File: config.mk
export PLATFORM = sky130hd
export DESIGN_NAME = mwss_search
export DESIGN_NICKNAME = d
export VERILOG_FILES = /design/src/hdl/min_weight_supplier_search_macros.svh /design/src/hdl/mwss_pkg.sv /design/src/hdl/mwss_search.sv
export SDC_FILE = /design/constraint.sdc
export NUM_CORES = 1
export LEC_CHECK = 0
export BUFFER_PORTS_ARGS = -buffer_cell sky130_fd_sc_hd__buf_2
export CORE_MARGIN = 8
export CORE_UTILIZATION = 30
export CTS_CLUSTER_SIZE = 12
export DETAILED_ROUTE_END_ITERATION = 12
export SLEW_MARGIN = 20
export SYNTH_ARGS = -nofsm -noshare
export SYNTH_HDL_FRONTEND = slang
export SYNTH_SLANG_ARGS = --single-unit
export TNS_END_PERCENT = 50
File: constraint.sdc
create_clock -name i_clk -period 4.82 [get_ports i_clk]
set_input_delay 0.482 -clock i_clk [delete_from_list [all_inputs] [get_ports i_clk]]
set_output_delay 0.482 -clock i_clk [all_outputs]
set_load 0.01 [all_outputs]
File: src/hdl/min_weight_supplier_search_macros.svh
// Assertion macros for the minimum-weight supplier search block.
// Used by the top level only; expects i_clk and i_rst_n in scope.
`ifndef MIN_WEIGHT_SUPPLIER_SEARCH_MACROS_SVH
`define MIN_WEIGHT_SUPPLIER_SEARCH_MACROS_SVH

// Same-cycle implication, checked outside reset
`define MWSS_CHECK(label, ante, cons, msg) \
    label: assert property (@(posedge i_clk) disable iff (!i_rst_n) \
        (ante) |-> (cons)) else $error(msg);

// Next-cycle implication, checked outside reset
`define MWSS_CHECK_NEXT(label, ante, cons, msg) \
    label: assert property (@(posedge i_clk) disable iff (!i_rst_n) \
        (ante) |=> (cons)) else $error(msg);

`endif

File: src/hdl/mwss_pkg.sv
// Shared types and constants of the minimum-weight supplier search.
// No dependencies; imported by every module of the block.
package mwss_pkg;

    localparam int unsigned CHOICE_W = 5;
    localparam int unsigned TOTAL_W  = 21;
    localparam logic [TOTAL_W-1:0] NO_SOLUTION_WEIGHT = 21'd999999;

    // Register indexes on the configuration port
    localparam logic [1:0] REG_PART_COUNT     = 2'd0;
    localparam logic [1:0] REG_SUPPLIER_COUNT = 2'd1;
    localparam logic [1:0] REG_PRICE_LIMIT    = 2'd2;

    typedef enum logic {
        OP_LOAD  = 1'b0,
        OP_START = 1'b1
    } t_op;

    typedef enum logic [2:0] {
        S_IDLE,
        S_SCAN,
        S_EVAL,
        S_UNDO,
        S_EMIT
    } t_state;

    typedef struct packed {
        logic [4:0]  part_count;
        logic [4:0]  supplier_count;
        logic [20:0] price_limit;
    } t_cfg;

    typedef struct packed {
        t_op         operation;
        logic [3:0]  part_index;
        logic [3:0]  supplier_index;
        logic [15:0] part_weight;
        logic [15:0] part_price;
    } t_in_item;

    // One table entry: price and weight of a part from one supplier
    typedef struct packed {
        logic [15:0] price;
        logic [15:0] weight;
    } t_entry;

    typedef struct packed {
        logic        valid;
        logic [3:0]  out_part;
        logic [4:0]  chosen_supplier;
        logic [19:0] best_weight;
        logic        found;
        logic        last;
    } t_result;

endpackage

File: src/hdl/mwss_search.sv
// Search sequencer: table loads, depth-first branch and bound with a level
// stack, and result emission. Depends on mwss_pkg; drives mwss_table.
module mwss_search #(
    parameter int unsigned MAX_PARTS     = 16,
    parameter int unsigned MAX_SUPPLIERS = 16,
    parameter int unsigned PW            = 4,
    parameter int unsigned SW            = 4
) (
    input  logic               i_clk,
    input  logic               i_rst_n,
    input  mwss_pkg::t_cfg     i_cfg,
    input  logic               i_in_valid,
    output logic               o_in_ready,
    input  mwss_pkg::t_in_item i_in,
    output logic               o_tbl_we,
    output logic [PW+SW-1:0]   o_tbl_waddr,
    output mwss_pkg::t_entry   o_tbl_wdata,
    output logic [PW+SW-1:0]   o_tbl_raddr,
    input  mwss_pkg::t_entry   i_tbl_rdata,
    input  logic               i_res_room,
    output mwss_pkg::t_result  o_res
);
    import mwss_pkg::*;

    localparam int unsigned LW = $clog2(MAX_PARTS + 1);

    t_state r_state, n_state;

    logic [LW-1:0]       r_n, n_n;
    logic [4:0]          r_m, n_m;
    logic [LW-1:0]       r_level, n_level;
    logic [5:0]          r_j, n_j;
    logic [TOTAL_W-1:0]  r_rw, n_rw;
    logic [TOTAL_W-1:0]  r_rp, n_rp;
    logic [TOTAL_W-1:0]  r_best, n_best;
    logic                r_found, n_found;
    logic [LW-1:0]       r_k, n_k;
    logic [CHOICE_W-1:0] r_stack [MAX_PARTS];
    logic [CHOICE_W-1:0] n_stack [MAX_PARTS];
    logic [CHOICE_W-1:0] r_bestc [MAX_PARTS];
    logic [CHOICE_W-1:0] n_bestc [MAX_PARTS];

    logic                in_acc;
    logic                load_ok;
    logic                leaf;
    logic                j_over;
    logic                take;
    logic                push;
    logic [LW-1:0]       lvl_m1;
    logic [PW-1:0]       lvl_idx;
    logic [PW-1:0]       lvl_m1_idx;
    logic [CHOICE_W-1:0] back_choice;
    logic [PW+SW-1:0]    fwd_addr;
    logic [PW+SW-1:0]    back_addr;
    logic [TOTAL_W:0]    price_sum;
    logic [TOTAL_W:0]    weight_sum;
    logic [LW-1:0]       n_start;
    logic [4:0]          m_start;

    assign o_in_ready = (r_state == S_IDLE);
    assign in_acc     = i_in_valid && o_in_ready;

    // Loads beyond the configured table size are dropped
    assign load_ok = ({3'b0, i_in.part_index} < 7'(MAX_PARTS))
                  && ({3'b0, i_in.supplier_index} < 7'(MAX_SUPPLIERS));
    assign o_tbl_we    = in_acc && (i_in.operation == OP_LOAD) && load_ok;
    assign o_tbl_waddr = {PW'(i_in.part_index), SW'(i_in.supplier_index)};
    assign o_tbl_wdata = '{price: i_in.part_price, weight: i_in.part_weight};

    // Clamp the configured counts
    always_comb begin
        if (i_cfg.part_count == 5'd0) begin
            n_start = LW'(1);
        end else if ({2'b0, i_cfg.part_count} > 7'(MAX_PARTS)) begin
            n_start = LW'(MAX_PARTS);
        end else begin
            n_start = LW'(i_cfg.part_count);
        end
        if ({2'b0, i_cfg.supplier_count} > 7'(MAX_SUPPLIERS)) begin
            m_start = 5'(MAX_SUPPLIERS);
        end else begin
            m_start = i_cfg.supplier_count;
        end
    end

    // Level decode and table addresses
    assign leaf        = (r_level >= r_n);
    assign j_over      = (r_j > {1'b0, r_m});
    assign lvl_m1      = r_level - LW'(1);
    assign lvl_idx     = r_level[PW-1:0];
    assign lvl_m1_idx  = lvl_m1[PW-1:0];
    assign back_choice = r_stack[lvl_m1_idx] - CHOICE_W'(1);
    assign fwd_addr    = {lvl_idx, SW'(r_j - 6'd1)};
    assign back_addr   = {lvl_m1_idx, SW'(back_choice)};
    assign o_tbl_raddr = (leaf || j_over) ? back_addr : fwd_addr;

    // Bound checks on the candidate just read
    assign price_sum  = {1'b0, r_rp} + (TOTAL_W+1)'(i_tbl_rdata.price);
    assign weight_sum = {1'b0, r_rw} + (TOTAL_W+1)'(i_tbl_rdata.weight);
    assign take       = (price_sum <= {1'b0, i_cfg.price_limit})
                     && (weight_sum < {1'b0, r_best});

    assign push = (r_state == S_EMIT) && i_res_room;

    // Next state
    always_comb begin
        n_state = r_state;
        case (r_state)
            S_IDLE: begin
                if (in_acc && (i_in.operation == OP_START)) begin
                    n_state = S_SCAN;
                end
            end
            S_SCAN: begin
                if (leaf) begin
                    n_state = S_UNDO;
                end else if (j_over) begin
                    n_state = (r_level == '0) ? S_EMIT : S_UNDO;
                end else begin
                    n_state = S_EVAL;
                end
            end
            S_EVAL: n_state = S_SCAN;
            S_UNDO: n_state = S_SCAN;
            S_EMIT: begin
                if (push && (r_k == r_n - LW'(1))) begin
                    n_state = S_IDLE;
                end
            end
            default: n_state = S_IDLE;
        endcase
    end

    // Datapath updates
    always_comb begin
        n_n     = r_n;
        n_m     = r_m;
        n_level = r_level;
        n_j     = r_j;
        n_rw    = r_rw;
        n_rp    = r_rp;
        n_best  = r_best;
        n_found = r_found;
        n_k     = r_k;
        n_stack = r_stack;
        n_bestc = r_bestc;
        case (r_state)
            S_IDLE: begin
                if (in_acc && (i_in.operation == OP_START)) begin
                    n_n     = n_start;
                    n_m     = m_start;
                    n_level = '0;
                    n_j     = 6'd1;
                    n_rw    = '0;
                    n_rp    = '0;
                    n_best  = NO_SOLUTION_WEIGHT;
                    n_found = 1'b0;
                    for (int i = 0; i < MAX_PARTS; i++) begin
                        n_stack[i] = '0;
                        n_bestc[i] = '0;
                    end
                end
            end
            S_SCAN: begin
                if (leaf) begin
                    // Complete assignment: keep it when strictly lighter
                    if (r_rw < r_best) begin
                        n_best  = r_rw;
                        n_bestc = r_stack;
                        n_found = 1'b1;
                    end
                    n_level = lvl_m1;
                end else if (j_over) begin
                    // No supplier left at this level: clear it and back up
                    n_stack[lvl_idx] = '0;
                    n_k = '0;
                    if (r_level != '0) begin
                        n_level = lvl_m1;
                    end
                end
            end
            S_EVAL: begin
                if (take) begin
                    n_stack[lvl_idx] = r_j[CHOICE_W-1:0];
                    n_rp    = price_sum[TOTAL_W-1:0];
                    n_rw    = weight_sum[TOTAL_W-1:0];
                    n_level = r_level + LW'(1);
                    n_j     = 6'd1;
                end else begin
                    n_j = r_j + 6'd1;
                end
            end
            S_UNDO: begin
                // Remove the choice made at the level we returned to
                n_rp = r_rp - TOTAL_W'(i_tbl_rdata.price);
                n_rw = r_rw - TOTAL_W'(i_tbl_rdata.weight);
                n_j  = {1'b0, r_stack[lvl_idx]} + 6'd1;
            end
            S_EMIT: begin
                if (push) begin
                    n_k = r_k + LW'(1);
                end
            end
            default: begin
            end
        endcase
    end

    // Control state
    always_ff @(posedge i_clk) begin
        if (!i_rst_n) begin
            r_state <= S_IDLE;
            r_k     <= '0;
            r_found <= 1'b0;
            r_best  <= NO_SOLUTION_WEIGHT;
            r_level <= '0;
            r_rw    <= '0;
            r_rp    <= '0;
            for (int i = 0; i < MAX_PARTS; i++) begin
                r_stack[i] <= '0;
                r_bestc[i] <= '0;
            end
        end else begin
            r_state <= n_state;
            r_k     <= n_k;
            r_found <= n_found;
            r_best  <= n_best;
            r_level <= n_level;
            r_rw    <= n_rw;
            r_rp    <= n_rp;
            r_stack <= n_stack;
            r_bestc <= n_bestc;
        end
    end

    // Search bounds and candidate counter
    always_ff @(posedge i_clk) begin
        r_n <= n_n;
        r_m <= n_m;
        r_j <= n_j;
    end

    // Result for part r_k
    always_comb begin
        o_res.valid           = (r_state == S_EMIT);
        o_res.out_part        = 4'(r_k);
        o_res.chosen_supplier = r_found ? r_bestc[r_k[PW-1:0]] : '0;
        o_res.best_weight     = r_best[19:0];
        o_res.found           = r_found;
        o_res.last            = (r_k == r_n - LW'(1));
    end

endmodule

==> results.yml <==
global_route:
  grt_usage: 0.164
  grt_overflow: 0
  antenna_found_initial: 0
  grt_pass1_wl_um: 89800
  grt_max_degree: 91
  grt_pass1_vias: 16000
place:
  gp_congestion: 0.905
  post-place-ws_ps: -612
  dp_cells: 2946
  dpl.hpwl_um: 42900
  placed_cell_area_um2: 19700
  portBuffers: 109
timing:
  setup_ws_ps: 206
  hold_viol: 0
  slew_headroom: 0.328
  maxSlewViolCount: 0
  setup_violations: 0
  max_freq_ghz: 0.217
  clock_skew_ps: 21.5
  period_share: 0.957
  worst_slew_pin_slew_ps: 1010
  period_minus_slack_ps: 4610
  finalSetupTns_ps: 0
  fin_hold_ws_ps: 179
logic_synthesis:
  syn_nets: 2341
  synth_fa_ha_area_frac: 0.108
  muxShareOfSynthArea: 0.0954
  ys_ff_latch: 253
  synth_top_cell_by_area: "dfxtp_1"
  ys.flop_type: "dfxtp_1"
  synth_cell_types: 84
  netlist_instances: 2083
  synth_edf_count: 16
  synth_top_family_by_area: "compound AO/OA/AOI/OAI gates"
  synth-xor-area-share: 0.0421
  yosysMostFrequentCell: "dfxtp_1"
  syn_area_um2: 17700
  synth_compound_area_frac: 0.201
  synth_top_cells_by_count: "dfxtp_1 (237), a21oi_1 (206), nand2_1 (182), inv_1 (170), nand3_1 (157)"
  synth-seq-area-share: 0.295
  syn_area_per_cell_um2: 8.49
  synth_area_leaders: "dfxtp_1 (27%), ha_1 (10%), mux4_2 (8.9%)"
  synthSimpleGateAreaFrac: 0.163
  async_reset_ff_frac: 0
  synth_top_area_frac: 0.268
  ys_warn_count: 0
layout:
  fin_util: 0.363
  fin_nets: 2470
  fillerInstances: 5978
  stdcell_area_um2: 21300
  fin_cells: 3009
  area.growth.synth_to_final_pct: 20.4
  drive_gt1_frac: 0.237
worst_setup_path:
  worstSetupPathType: "reg -> reg"
  worstPathArrival_ps: 5110
  crit_path_end_kind: "register"
  cp_max_fo: 6
  cp.required_ps: 5310
  critPathLaunchType: "register"
detailed_routing:
  ant_nets: 0
  wl_per_cell_um: 19.2
  wl_um: 57700
  route.vias.total: 16200
  route.detailed.drc: 0
  via_per_inst: 5.38
  firstDrtPassIters: 5
  drt_iter0_markers: 1158
outcome:
  status: "finished, final reports clean"
hold_path:
  hold_class: "in -> reg"
clocking:
  cts.sinks: 253
  clk_pin_slew_worst_paths_ps: 60
  tritoncts: "yes"
  htree_levels: 1
  hold_buffers: 0
  root_buffer: "clkbuf_16"
  clock_latency_ps: 590
  cts-buffers-inserted: 30
  clk_path_buf_depth: 3
floorplan:
  core_area_um2: 58700
  start_util: 0.301
  die_h_um: 259
  row_count: 89
  dieArea_um2: 67000
  ios: 190
  die_w_um: 259
power:
  cellLeakagePower_nw: 8.50
  ir_worst_vdd_mv: 0.273
  power.density_nw_per_um2: 316
  finalPower_mw: 6.72
job:
  maxCapViolCount: 0
repair_timing:
| item | CTS | global route |
|---|---|---|
| setup endpoints to repair | 131 | 132 |
| gates resized for setup | 19 | 87 |
| buffers inserted | 1 | 6 |
| pin swaps | 10 | 46 |
| endpoints found under the hold margin | 0 | 0 |
| gates cloned | 1 | 1 |
critical path, cell delays in order, from the launching register on:
cell and delay (ps):
dfxtp_4 370, ha_2 180, inv_2 40, fa_2 360
nor2_2 160, o221ai_4 130, buf_4 160, a211oi_1 240
nor2_1 100, o31ai_1 190, buf_4 150, xnor2_1 60
ha_1 280, nand4_1 210, nor4_4 300, o31ai_1 120
o21ai_1 130, o21a_4 190, nor3_4 50, buf_12 150
a31oi_4 330, buf_6 200, o31ai_2 70, buf_4 190
o22ai_1 170
routing by layer:
layer | vias to the layer above | GRT usage | wire length (um)
li1 | 7704 | - | -
met2 | 507 | 0.271 | 27000
met3 | 85 | 0.0247 | 3620
met4 | 0 | 0.0455 | 1350
met5 | - | 0 | 0
met1 | 7891 | 0.221 | 25800
registers in the layout, indices dropped and copies added (netlist names):
signal and cells:
r_state 3, r_j 6, r_found 1, r_best 21, r_m 5, r_rw 21
r_rp 21, r_stack 80, r_n 5, r_k 5, r_level 5, r_bestc 80
worst paths after layout:
kind	start	to	slack [ps]	cells after the start
max reg2reg	r_rp[0]	r_stack[38]	210	24
max	r_rp[0]	r_stack[38]	210	24
min	i_cfg[25]	r_m[4]	180	1
min reg2reg	r_stack[4]	r_bestc[4]	460	2
placed cells by master (no fill, tap or decap), drive strengths merged, types with 30 or more instances in the layout:
cell / netlist / routed
nand2: 182 / 182
mux4: 70 / 70
o21ai: 80 / 80
nor2: 96 / 96
ha: 146 / 146
o22ai: 47 / 47
nor3: 36 / 36
a21oi: 206 / 206
inv: 172 / 174
xnor2: 59 / 59
a22o: 30 / 30
clkbuf: 100 / 41
buf: 103 / 298
nand3: 157 / 157
dfxtp: 237 / 237
where the power goes:
| part | total, mW | internal (mW) | switching, mW |
|---|---|---|---|
| clock | 2.27 | 1.31 | 0.962 |
| combinational | 2.19 | 0.825 | 1.36 |
| sequential | 2.26 | 2.17 | 0.0902 |
layout make-up:
class | instances | area, um^2 | share of cell area
Clock inverter | 14 | 134 | 0.00629
Timing Repair Buffer | 299 | 2100 | 0.0986
Antenna cell | 2 | 5.00 | 0.000235
Multi-Input combinational cell | 1456 | 11300 | 0.532
Sequential cell | 253 | 5250 | 0.246
Tap cell | 773 | 967 | 0.0454
Clock buffer | 40 | 860 | 0.0404
Inverter | 172 | 648 | 0.0304
logic make-up after synthesis:
group / count (synthesis)
simple gates: 599
compound gates: 540
buf+inv: 375
flops: 253
fa+ha+maj: 150
xor+xnor: 85
mux: 81
Note: power is estimated with default switching activity, not from simulation.
